## src/rtl/flc_pkg.sv

```systemverilog
`timescale 1ns / 1ps

package flc_pkg;

	// Fixed field widths
	localparam int COEF_W     = 16;
	localparam int COEF_IDX_W = 5;
	localparam int MODE_W     = 2;
	localparam int VALUE_W    = 16;
	localparam int OUT_W      = 38;
	localparam int NTAPS_W    = 6;
	localparam int S_DATA_W   = 24;
	localparam int M_DATA_W   = 40;

	// Input beat kinds carried on s_tuser
	localparam logic [MODE_W-1:0] MODE_LOAD  = 2'd0;
	localparam logic [MODE_W-1:0] MODE_PUSH  = 2'd1;
	localparam logic [MODE_W-1:0] MODE_FLUSH = 2'd2;

	// Sequencer states
	typedef enum logic [1:0] {
		ST_IDLE,
		ST_RUN,
		ST_DRAIN,
		ST_DONE
	} flc_state_t;

	// Commands broadcast to every cell of the row
	typedef struct packed {
		logic load;
		logic shift;
		logic rotate;
		logic clear;
	} cell_ctrl_t;

endpackage

```

## src/rtl/flc_cell.sv

```systemverilog
`timescale 1ns / 1ps

module flc_cell #(
	parameter int SAMPLE_BITS = 16,
	parameter int INDEX       = 0
) (
	input  logic                                   clk,
	input  logic                                   arst_n,
	input  flc_pkg::cell_ctrl_t                    ctrl,
	input  logic [flc_pkg::COEF_IDX_W-1:0]         coef_idx,
	input  logic signed [flc_pkg::COEF_W-1:0]      coef_in,
	input  logic signed [SAMPLE_BITS-1:0]          samp_prev,
	input  logic signed [flc_pkg::COEF_W-1:0]      coef_nxt,
	input  logic signed [SAMPLE_BITS-1:0]          samp_nxt,
	output logic signed [flc_pkg::COEF_W-1:0]      coef,
	output logic signed [SAMPLE_BITS-1:0]          samp
);
	import flc_pkg::*;

	localparam bit IN_RANGE = INDEX < (1 << COEF_IDX_W);

	logic                      hit;
	logic signed [COEF_W-1:0]  coef_q;
	logic signed [SAMPLE_BITS-1:0] samp_q;

	// Match the slot address against this cell's position
	assign hit = IN_RANGE && (coef_idx == COEF_IDX_W'(INDEX));

	// Load or pass the coefficient around the ring
	always_ff @(posedge clk or negedge arst_n) begin
		if (!arst_n) begin
			coef_q <= '0;
		end else if (ctrl.load && hit) begin
			coef_q <= coef_in;
		end else if (ctrl.rotate) begin
			coef_q <= coef_nxt;
		end
	end

	// Clear, shift in from the lower-index neighbour, or pass around the ring
	always_ff @(posedge clk or negedge arst_n) begin
		if (!arst_n) begin
			samp_q <= '0;
		end else if (ctrl.clear) begin
			samp_q <= '0;
		end else if (ctrl.shift) begin
			samp_q <= samp_prev;
		end else if (ctrl.rotate) begin
			samp_q <= samp_nxt;
		end
	end

	assign coef = coef_q;
	assign samp = samp_q;

endmodule

```

## src/rtl/flc_mac.sv

```systemverilog
`timescale 1ns / 1ps

module flc_mac #(
	parameter int SAMPLE_BITS = 16
) (
	input  logic                              clk,
	input  logic                              arst_n,
	input  logic                              clr,
	input  logic                              en,
	input  logic signed [flc_pkg::COEF_W-1:0] coef,
	input  logic signed [SAMPLE_BITS-1:0]     samp,
	output logic signed [flc_pkg::OUT_W-1:0]  acc
);
	import flc_pkg::*;

	localparam int PROD_W = COEF_W + SAMPLE_BITS;

	logic signed [PROD_W-1:0] prod_s1;
	logic                     en_s1;
	logic signed [OUT_W-1:0]  acc_q;

	// Register the product of the taps at the ring head
	always_ff @(posedge clk) begin
		prod_s1 <= coef * samp;
	end

	always_ff @(posedge clk or negedge arst_n) begin
		if (!arst_n) begin
			en_s1 <= 1'b0;
		end else begin
			en_s1 <= en;
		end
	end

	// Accumulate modulo 2^OUT_W; wrap matches the truncated exact sum
	always_ff @(posedge clk) begin
		if (clr) begin
			acc_q <= '0;
		end else if (en_s1) begin
			acc_q <= acc_q + OUT_W'(prod_s1);
		end
	end

	assign acc = acc_q;

endmodule

```

## src/rtl/fir_linear_convolution_top.sv

```systemverilog
`timescale 1ns / 1ps
// Channel   Dir  Handshake          Payload
// s_*       in   s_tvalid/s_tready  s_tdata {value, coef_index}, s_tuser mode
// m_*       out  m_tvalid/m_tready  m_tdata filtered_value, m_tlast last
// cfg_*     in   cfg_we             cfg_data num_taps
//
// A sample beat runs from accept to the next ready as one shift, a full turn
// of the cell ring past the single multiply-accumulate, one product drain and
// the load of the output register.
// A flush runs one pass fewer than the clamped tap count; each pass after the
// first shifts in its zero in the same cycle that loads the previous result.
// A load, an unused mode or a single tap flush completes in its accept cycle.
// The output register lets a new beat in while a result waits; a new result
// waits in the done state until that register is free.
// Reset clears coefficients, history and num_taps (to min(TAPS, 32)).

module fir_linear_convolution_top #(
	parameter int TAPS        = 32,
	parameter int SAMPLE_BITS = 16
) (
	input  logic                             clk,
	input  logic                             arst_n,
	input  logic                             cfg_we,
	input  logic [flc_pkg::NTAPS_W-1:0]      cfg_data,   // num_taps
	input  logic                             s_tvalid,
	output logic                             s_tready,
	input  logic [flc_pkg::S_DATA_W-1:0]     s_tdata,    // coef_index[4:0], value[20:5]
	input  logic [flc_pkg::MODE_W-1:0]       s_tuser,    // mode[1:0]
	output logic                             m_tvalid,
	input  logic                             m_tready,
	output logic [flc_pkg::M_DATA_W-1:0]     m_tdata,    // filtered_value[37:0]
	output logic                             m_tlast
);
	import flc_pkg::*;

	localparam int N_W   = $clog2(TAPS + 1);
	localparam int IDX_W = (TAPS > 1) ? $clog2(TAPS) : 1;
	localparam logic [NTAPS_W-1:0] NTAPS_RST = NTAPS_W'((TAPS < 32) ? TAPS : 32);

	flc_state_t state_q, state_nxt;
	cell_ctrl_t ctrl;

	logic [NTAPS_W-1:0]          num_taps_q;
	logic [N_W-1:0]              n_act;
	logic [IDX_W-1:0]            cnt_q;
	logic [N_W-1:0]              rem_q;
	logic                        flush_q;
	logic                        m_tvalid_q;
	logic [OUT_W-1:0]            m_data_q;
	logic                        m_last_q;

	logic                        accept;
	logic                        out_free;
	logic                        out_load;
	logic                        shift_zero;
	logic                        mac_clr;
	logic                        mac_en;
	logic                        cnt_last;
	logic                        single_tap;
	logic                        more_tail;

	logic [COEF_IDX_W-1:0]       s_idx;
	logic signed [VALUE_W-1:0]   s_value;
	logic signed [SAMPLE_BITS-1:0] in_sample;
	logic signed [SAMPLE_BITS-1:0] shift_data;
	logic signed [OUT_W-1:0]     acc;

	logic signed [COEF_W-1:0]      coef_w [TAPS];
	logic signed [SAMPLE_BITS-1:0] samp_w [TAPS];

	// Unpack the input beat
	assign s_idx   = s_tdata[COEF_IDX_W-1:0];
	assign s_value = s_tdata[COEF_IDX_W+VALUE_W-1:COEF_IDX_W];

	generate
		if (SAMPLE_BITS <= VALUE_W) begin : g_samp_narrow
			assign in_sample = s_value[SAMPLE_BITS-1:0];
		end else begin : g_samp_wide
			assign in_sample = {{(SAMPLE_BITS-VALUE_W){1'b0}}, s_value};
		end
	endgenerate

	assign shift_data = shift_zero ? '0 : in_sample;

	// Clamp the tap count into 1..TAPS
	always_comb begin
		if (num_taps_q == '0) begin
			n_act = N_W'(1);
		end else if (32'(num_taps_q) > TAPS) begin
			n_act = N_W'(TAPS);
		end else begin
			n_act = N_W'(num_taps_q);
		end
	end

	assign accept     = s_tvalid && s_tready;
	assign out_free   = !m_tvalid_q || m_tready;
	assign cnt_last   = cnt_q == IDX_W'(TAPS - 1);
	assign single_tap = n_act == N_W'(1);
	assign more_tail  = flush_q && (rem_q != N_W'(1));

	// Row of cells: shift toward higher index, rotate toward lower index
	genvar k;
	generate
		for (k = 0; k < TAPS; k++) begin : g_cell
			logic signed [SAMPLE_BITS-1:0] prev_s;
			logic signed [COEF_W-1:0]      nxt_c;
			logic signed [SAMPLE_BITS-1:0] nxt_s;

			if (k == 0) begin : g_head
				assign prev_s = shift_data;
			end else begin : g_body
				assign prev_s = samp_w[k-1];
			end

			if (k == TAPS - 1) begin : g_tail
				assign nxt_c = coef_w[0];
				assign nxt_s = samp_w[0];
			end else begin : g_inner
				assign nxt_c = coef_w[k+1];
				assign nxt_s = samp_w[k+1];
			end

			flc_cell #(
				.SAMPLE_BITS(SAMPLE_BITS),
				.INDEX      (k)
			) u_cell (
				.clk      (clk),
				.arst_n   (arst_n),
				.ctrl     (ctrl),
				.coef_idx (s_idx),
				.coef_in  (s_value),
				.samp_prev(prev_s),
				.coef_nxt (nxt_c),
				.samp_nxt (nxt_s),
				.coef     (coef_w[k]),
				.samp     (samp_w[k])
			);
		end
	endgenerate

	// Shared multiply-accumulate at the ring head
	flc_mac #(
		.SAMPLE_BITS(SAMPLE_BITS)
	) u_mac (
		.clk   (clk),
		.arst_n(arst_n),
		.clr   (mac_clr),
		.en    (mac_en),
		.coef  (coef_w[0]),
		.samp  (samp_w[0]),
		.acc   (acc)
	);

	// Next state
	always_comb begin
		state_nxt = state_q;
		unique case (state_q)
			ST_IDLE: begin
				if (accept && (s_tuser == MODE_PUSH ||
						(s_tuser == MODE_FLUSH && !single_tap))) begin
					state_nxt = ST_RUN;
				end
			end
			ST_RUN: begin
				if (cnt_last) begin
					state_nxt = ST_DRAIN;
				end
			end
			ST_DRAIN: begin
				state_nxt = ST_DONE;
			end
			ST_DONE: begin
				if (out_free) begin
					state_nxt = more_tail ? ST_RUN : ST_IDLE;
				end
			end
			default: begin
				state_nxt = ST_IDLE;
			end
		endcase
	end

	// Controls for cells, accumulator and output register
	always_comb begin
		ctrl       = '0;
		s_tready   = 1'b0;
		shift_zero = 1'b0;
		mac_clr    = 1'b0;
		mac_en     = 1'b0;
		out_load   = 1'b0;
		unique case (state_q)
			ST_IDLE: begin
				s_tready = 1'b1;
				if (accept) begin
					case (s_tuser)
						MODE_LOAD: begin
							ctrl.load = 1'b1;
						end
						MODE_PUSH: begin
							ctrl.shift = 1'b1;
							mac_clr    = 1'b1;
						end
						MODE_FLUSH: begin
							if (single_tap) begin
								ctrl.clear = 1'b1;
							end else begin
								ctrl.shift = 1'b1;
								shift_zero = 1'b1;
								mac_clr    = 1'b1;
							end
						end
						default: begin
						end
					endcase
				end
			end
			ST_RUN: begin
				ctrl.rotate = 1'b1;
				mac_en      = N_W'(cnt_q) < n_act;
			end
			ST_DRAIN: begin
			end
			ST_DONE: begin
				if (out_free) begin
					out_load = 1'b1;
					if (more_tail) begin
						ctrl.shift = 1'b1;
						shift_zero = 1'b1;
						mac_clr    = 1'b1;
					end else if (flush_q) begin
						ctrl.clear = 1'b1;
					end
				end
			end
			default: begin
			end
		endcase
	end

	// Sequencer registers
	always_ff @(posedge clk or negedge arst_n) begin
		if (!arst_n) begin
			state_q <= ST_IDLE;
			cnt_q   <= '0;
			rem_q   <= '0;
			flush_q <= 1'b0;
		end else begin
			state_q <= state_nxt;
			if (state_q == ST_RUN) begin
				cnt_q <= cnt_q + 1'b1;
			end else begin
				cnt_q <= '0;
			end
			if (accept && s_tuser == MODE_PUSH) begin
				flush_q <= 1'b0;
			end else if (accept && s_tuser == MODE_FLUSH && !single_tap) begin
				flush_q <= 1'b1;
				rem_q   <= n_act - N_W'(1);
			end else if (out_load && flush_q) begin
				rem_q <= rem_q - N_W'(1);
			end
		end
	end

	// Hold the tap count
	always_ff @(posedge clk or negedge arst_n) begin
		if (!arst_n) begin
			num_taps_q <= NTAPS_RST;
		end else if (cfg_we) begin
			num_taps_q <= cfg_data;
		end
	end

	// Output register
	always_ff @(posedge clk or negedge arst_n) begin
		if (!arst_n) begin
			m_tvalid_q <= 1'b0;
		end else if (out_load) begin
			m_tvalid_q <= 1'b1;
		end else if (m_tready) begin
			m_tvalid_q <= 1'b0;
		end
	end

	always_ff @(posedge clk) begin
		if (out_load) begin
			m_data_q <= acc;
			m_last_q <= flush_q && (rem_q == N_W'(1));
		end
	end

	assign m_tvalid = m_tvalid_q;
	assign m_tdata  = M_DATA_W'(m_data_q);
	assign m_tlast  = m_last_q;

	// A running flush always has tail results left
	a_rem_live: assert property (@(posedge clk) disable iff (!arst_n)
		(state_q != ST_IDLE && flush_q) |-> rem_q != '0)
		else $error("flush running with no tail results left");

	// Drain only ever follows the last rotation
	a_drain_after_run: assert property (@(posedge clk) disable iff (!arst_n)
		(state_q == ST_DRAIN) |-> $past(state_q) == ST_RUN)
		else $error("drain entered without a full ring pass");

	// A result is only written into a free output register
	a_out_free: assert property (@(posedge clk) disable iff (!arst_n)
		out_load |-> (!m_tvalid_q || m_tready))
		else $error("result overwrote a pending beat");

	// The end of a flush leaves an empty history
	a_flush_clears: assert property (@(posedge clk) disable iff (!arst_n)
		(out_load && flush_q && rem_q == N_W'(1)) |=> samp_w[0] == '0)
		else $error("history not cleared after flush");

endmodule
```

## config.mk

```make
export PLATFORM = sky130hd
export DESIGN_NAME = fir_linear_convolution_top
export DESIGN_NICKNAME = d
export VERILOG_FILES = /design/src/rtl/flc_pkg.sv /design/src/rtl/flc_cell.sv /design/src/rtl/flc_mac.sv /design/src/rtl/fir_linear_convolution_top.sv
export SDC_FILE = /design/constraint.sdc
export NUM_CORES = 2
export LEC_CHECK = 0
export BUFFER_PORTS_ARGS = -buffer_cell sky130_fd_sc_hd__buf_4
export CORE_MARGIN = 3
export CORE_UTILIZATION = 50
export CTS_CLUSTER_DIAMETER = 50
export DETAILED_ROUTE_END_ITERATION = 6
export PLACE_DENSITY = 0.66
export SYNTH_ARGS = -nofsm -noshare
export SYNTH_HDL_FRONTEND = slang
export SYNTH_SLANG_ARGS = --single-unit
```

## constraint.sdc

```tcl
create_clock -name clk -period 13.68 [get_ports clk]
set_input_delay 0.684 -clock clk [delete_from_list [all_inputs] [get_ports clk]]
set_output_delay 0.684 -clock clk [all_outputs]
set_load 0.02 [all_outputs]
```

== Word level (Yosys, flattened, before mapping) ==
Index checks and enable logic that the tools add are counted.

* RAM bits: 0
* Memories kept: 0
* Word-level logic and storage cells: 413
* Register bits: 1155
* ROM bits: 0
* Bits in latches: 0
* Output and inout bits: 43
* Bits of input ports: 37

* $add $sub $neg: 4
* Bitwise logic cells: 1
* Equality and inequality tests: 43
* Shift operators: 0
* Div/mod/pow operators: 0
* Multiply operators: 1
* Reduce and logical (&&, ||, !) cells: 87
* Muxes and demuxes: 200
* Order comparisons: 2

{| class="wikitable"
|+ Operators by type and width
! cell !! number
|-
| two-way mux 16 bit || 161
|-
| equality test 5 bit, second input constant || 17
|-
| nonzero test 2 bit || 35
|-
| logical AND 1 bit || 41
|-
| equality test 5 x 4 -> 1 bit, second input constant || 8
|-
| adder 38 x 32 -> 38 bit || 1
|-
| multiplier 16 x 16 -> 32 bit || 1
|-
| two-way mux 1 bit || 24
|-
| two-way mux 6 bit || 4
|-
| equality test 5 x 3 -> 1 bit, second input constant || 4
|-
| equality test 6 x 1 -> 1 bit, second input constant || 2
|-
| subtractor 6 x 1 -> 6 bit, second input constant || 2
|-
| equality test 5 x 2 -> 1 bit, second input constant || 2
|-
| case mux 1 bit (2 select lines) || 5
|-
| two-way mux 2 bit || 4
|-
| case mux 2 bit (4 select lines) || 1
|-
| equality test 2 bit, second input constant || 3
|-
| > comparator 6 bit, second input constant || 1
|-
| logical NOT 6 bit || 1
|-
| less-than comparator 5 x 6 -> 1 bit || 1
|-
| inequality test 2 bit, second input constant || 3
|-
| inequality test 6 x 1 -> 1 bit, second input constant || 1
|-
| adder 5 x 1 -> 5 bit, second input constant || 1
|-
| equality test 5 x 1 -> 1 bit, second input constant || 1
|-
| 10 further kinds || 14
|}

== Depth between registers and ports, before layout ==
* Word-level depth: 11
* Depth in mapped cells: 25
* Gate-level depth less buffers: 23

== Hierarchy ==
From an unflattened synthesis, not the netlist that was laid out.

* Cells, all modules: 5673
* Area, all modules: 70411.3 µm²

{| class="wikitable"
|+ Modules (own cells, without submodules)
! module !! area an instance (µm²) !! cells an instance !! times used !! sequential area each (µm²)
|-
| flc_mac || 13809.5 || 1515 || 1 || 1426.4
|-
| flc_cell at g_cell[11].u_cell ... || 1655.3 || 123 || 8 || 800.8
|-
| flc_cell at g_cell[0].u_cell ... || 1687.9 || 123 || 6 || 800.8
|-
| flc_cell at g_cell[10].u_cell ... || 1686.6 || 123 || 5 || 800.8
|-
| flc_cell at g_cell[1].u_cell ... || 1690.4 || 123 || 4 || 800.8
|-
| flc_cell at g_cell[15].u_cell ... || 1644.1 || 123 || 3 || 800.8
|-
| flc_cell at g_cell[23].u_cell ... || 1734.2 || 124 || 2 || 800.8
|-
| fir_linear_convolution_top || 2877.8 || 218 || 1 || 1697.9
|-
| flc_cell at g_cell[31].u_cell || 1712.9 || 124 || 1 || 800.8
|-
| flc_cell at g_cell[28].u_cell || 1695.4 || 123 || 1 || 800.8
|-
| flc_cell at g_cell[12].u_cell || 1681.6 || 124 || 1 || 800.8
|-
| flc_cell at g_cell[16].u_cell || 1669.1 || 123 || 1 || 800.8
|}

== Worst setup path after synthesis ==
Ideal clock, no wire load.

* Path type: register to register
* Start: reg g_cell[0].u_cell.samp_q[1]
* End: reg u_mac.prod_s1[29]
* Buffers on the path: 2
* Data required time: 13585 ps
* Stages on the path, launching flop included: 22
* Clock period less this slack: 6142 ps
* Slack: 7538 ps
* Library setup time: 95 ps
* Data arrival time: 6047 ps
* Cells stage by stage: dfrtp_1 clkbuf_1 clkbuf_1 nand2_1 inv_1 fa_1 fa_1 fa_1 fa_1 fa_1 inv_1 fa_1 inv_1 ha_1 nand4_1 nor2_1 inv_1 o211a_1 nor3_1 and2_1 o21ai_0 a221oi_1

* Longest elaborated chain between the ends: 1

{| class="wikitable"
|+ Ends and longest elaborated chain
! item !! line !! text
|-
| start: declaration || flc_cell.sv:24 || <nowiki>logic signed [SAMPLE_BITS-1:0] samp_q;</nowiki>
|-
| start signal: assignment || flc_cell.sv:47 || <nowiki>samp_q <= samp_prev;</nowiki>
|-
| start signal: assignment || flc_cell.sv:49 || <nowiki>samp_q <= samp_nxt;</nowiki>
|-
| multiplier 16 x 16 -> 32 bit || flc_mac.sv:24 || <nowiki>prod_s1 <= coef * samp;</nowiki>
|-
| end signal: assignment || flc_mac.sv:24 ||
|-
| end: declaration || flc_mac.sv:18 || <nowiki>logic signed [PROD_W-1:0] prod_s1;</nowiki>
|}

No other way between the ends.
A chain may end at the register's enable or synchronous reset.

== Final worst setup path ==
* Start: reg g_cell[0].u_cell.samp_q[2]
* End: reg u_mac.prod_s1[29]

The elaborated chain is that of the path after synthesis.

==> impl_metrics.py <==
metrics = {
    "die": {
        "coreArea_mm2": 0.128,
        "dieArea_mm2": 0.133,
        "die_w_um": 365,
        "num_rows": 131,
        "chipHeight_um": 365,
        "initial_core_util_pct": 50.5,
        "num_io_pins": 80,
    },
    "final_layout": {
        "finalNetCount": 6508,
        "drive_above_1_share_pct": 6.63,
        "area_growth_pct": 9.36,
        "nFillCells": 11068,
        "design_area_mm2": 0.0705,
        "regArea_mm2": 0.0288,
        "multi_input_area_mm2": 0.0326,
    },
    "route": {
        "vias_per_cell": 5.52,
        "drt-initial-drc-count": 3264,
        "final_antenna_net_count": 0,
        "drc": 0,
        "vias": 43324,
        "finalWirelength_mm": 136,
        "drtPass1Iterations": 5,
        "routedWlPerCell_um": 17.3,
    },
    "synth": {
        "yosysSeqAreaShare_pct": 44.6,
        "synth_top_family_by_area": "multiplexers",
        "muxShareOfSynthArea_pct": 16.4,
        "synth_edf_count": 39,
        "synth_ff_type": "dfrtp_1",
        "netlist_instances": 6309,
        "synth-compound-area-share_pct": 12.2,
        "synth_cell_type_count": 71,
        "synth_xor_area_share_pct": 0.924,
        "synthAdderAreaFrac_pct": 10.8,
        "async_reset_ff_share_pct": 90.6,
        "synth_area_per_cell_um2": 10.2,
        "synth-seq-cells": 1155,
        "ys_warn_count": 0,
        "syn-cell-area_mm2": 0.0644,
        "synthSimpleGateAreaFrac_pct": 10.0,
    },
    "clocking": {
        "cts_tree": "built",
        "htree_levels": 4,
        "clk_path_buf_depth": 3,
        "clock-sinks": 1155,
        "cts_root_buf": "clkbuf_16",
        "cts_buffers": 140,
        "insertion_delay_ns": 0.77,
        "clk_pin_slew_ns": 0.06,
    },
    "grt": {
        "gr-total-overflow": 0,
        "grt_pass1_wl_mm": 230,
        "grt_antenna_before_repair": 2,
        "grt_use_total_pct": 20.8,
        "grt_max_degree": 243,
        "first_global_vias": 43251,
    },
    "timing": {
        "fin_crit_sh_pct": 49.8,
        "period_needed_ns": 6.82,
        "worst_pin_slew_ns": 1.19,
        "hold_viol": 0,
        "setup_violations": 0,
        "drv_slew": 0,
        "max_freq_ghz": 0.147,
        "skew_ns": 0.0391,
        "fin_setup_tns_ns": 0,
        "rsz0062_at_grt": "no",
        "relSlewSlack_pct": 20.5,
        "hold_slack_ns": 0.147,
    },
    "min_path": {
        "hold_start": "cfg_data[2]",
        "hold_path_class": "input pin to register",
        "holdPathEnd": "num_taps_q[2]",
        "worst_hold_path.num_cells": 2,
    },
    "setup_path": {
        "r2r_slack_ns": 6.86,
        "r2r_cells": 19,
        "arrival_ns": 7.48,
        "crit_type": "register to register",
        "r2r_end": "u_mac.prod_s1[29]",
        "required_ns": 14.35,
        "reg2reg_from": "g_cell[0].u_cell.samp[2]",
        "end_kind": "register",
        "crit_path_start_kind": "register",
        "crit_fanout": 19,
    },
    "place": {
        "placed_area_mm2": 0.0657,
        "io_buffers": 74,
        "place_hpwl_mm": 82.9,
        "place_congestion": 0.827,
    },
    "run": {
        "cap_violations": 0,
    },
    "outcome": {
        "status": "finished, final reports clean",
    },
}
==> placed cells by master (no fill, tap or decap), drive strengths merged, types with 3 or more instances in the layout <==
cell / netlist / final
nand4: 7 / 7
nor4: 3 / 3
xnor2: 47 / 47
dfrtp: 1045 / 1045
nand2b: 27 / 27
a21oi: 158 / 158
nor3: 16 / 16
nor2: 737 / 737
nor2b: 13 / 13
xor2: 21 / 21
and3: 6 / 6
a211o: 3 / 3
mux2: 7 / 7
or2: 4 / 4
ha: 135 / 135
o21ai: 468 / 468
a21o: 34 / 34
bufinv: 0 / 6
buf: 85 / 134
clkbuf: 429 / 187
and2: 131 / 131
a31oi: 28 / 28
o211ai: 7 / 7
nand2: 576 / 576
edfxtp: 39 / 39
inv: 307 / 326
clkinv: 0 / 34
o21a: 12 / 12
dfxtp: 70 / 70
nand3b: 3 / 3
or3: 7 / 7
nand3: 20 / 20
mux2i: 1050 / 1050
fa: 263 / 263
o21bai: 7 / 7
a211oi: 512 / 512
clkinvlp: 0 / 9
==> area by class of cell <==
cell class                 instances  area share [%]
multi-input combinational       4334            46.2
sequential                      1155            40.8
clock buffer                     187            5.58
tap                             1662            2.95
timing repair buffer             135            1.67
inverter                         307            1.64
clock inverter                    68            1.14
antenna                            2         0.00710
==> registers in the layout, indices dropped and copies added, names as in the netlist <==
register	flops
u_mac.en_s1	1
g_cell.u_cell.coef	512
u_mac.prod_s1	32
g_cell.u_cell.samp	512
m_tvalid	1
rem_q	6
state_q	2
m_tlast	1
cnt_q	5
flush_q	1
num_taps_q	6
m_data_q	38
u_mac.acc	38
==> routing by layer <==
metal	wire length (um)	up-vias	global-route usage (%)	share of wire (%)
met5	0	-	0	0
li1	-	21231	-	-
met1	65900	21293	30.4	48
met4	2470	0	5.07	1.8
met3	5170	172	3.19	3.8
met2	62500	628	32.6	46
==> worst max-delay path: stages (launching register included) <==
cell and delay [ns]:
dfrtp_1 0.85, nand2_1 0.22, inv_1 0.13, fa_1 0.56, fa_1 0.93, fa_1 0.53, fa_1 0.51, fa_1 0.49
inv_1 0.05, fa_1 0.47, inv_1 0.04, ha_1 0.38, nand4_1 0.12, nor2_1 0.19, inv_1 0.08, o211a_1 0.22
nor3_1 0.40, and2_1 0.21, o21ai_0 0.08, a221oi_1 0.25
==> how the worst max path moves through the flow <==
stage | start | to | slack, ns | depth (start not counted)
finish | g_cell[0].u_cell.samp[2] | u_mac.prod_s1[29] | 6.86 | 19
CTS | g_cell[0].u_cell.coef[15] | u_mac.prod_s1[29] | 6.85 | 19
global placement | g_cell[0].u_cell.coef[15] | u_mac.prod_s1[29] | 6.97 | 19
floorplan | g_cell[0].u_cell.samp[1] | u_mac.prod_s1[29] | 7.54 | 21
detailed placement | g_cell[0].u_cell.coef[15] | u_mac.prod_s1[29] | 6.86 | 19
global route | g_cell[0].u_cell.coef[15] | u_mac.prod_s1[29] | 6.42 | 19
==> cells by family (layout without fill, tap and decap cells) <==
group	Yosys count	in the layout
AND/OR/NAND/NOR	1557	1557
buffers and inverters	821	697
flip-flops	1155	1155
adder cells (fa/ha/maj)	398	398
AO/OA/AOI/OAI	1252	1252
multiplexers	1057	1057
XOR/XNOR	68	68
other	1	4
==> Yosys cell counts, types with 131 or more instances <==
cell type / instances / area [um2]
nor2_1: 736 / 2760
dfrtp_1: 1045 / 26200
o21ai_0: 464 / 2320
mux2i_1: 1050 / 10500
a211oi_1: 509 / 3820
inv_1: 307 / 1150
fa_1: 263 / 5270
a21oi_1: 157 / 786
clkbuf_1: 415 / 1560
nand2_1: 576 / 2160
and2_1: 131 / 820
ha_1: 135 / 1690
==> through the flow <==
stage / instances / worst slack [ns] / util (%)
floorplan: 6310 / 7.54 / -
global placement: 7592 / 6.97 / 51.5
detailed placement: 7592 / 6.86 / 51.5
CTS: 7848 / 6.85 / 55.2
global route: 7849 / 6.42 / 55.2
finish: 7850 / 6.86 / 55.2
==> timing repair <==
| action | CTS | global route |
|---|---|---|
| setup buffers | 0 | 0 |
| hold endpoints to repair | 27 | 0 |
| gates resized for setup | 0 | 0 |
| hold buffers | 1 | 0 |
Power is left out: the tool's default activity adds up to more than one toggle a clock period on the data nets, which glitch-free logic cannot reach.
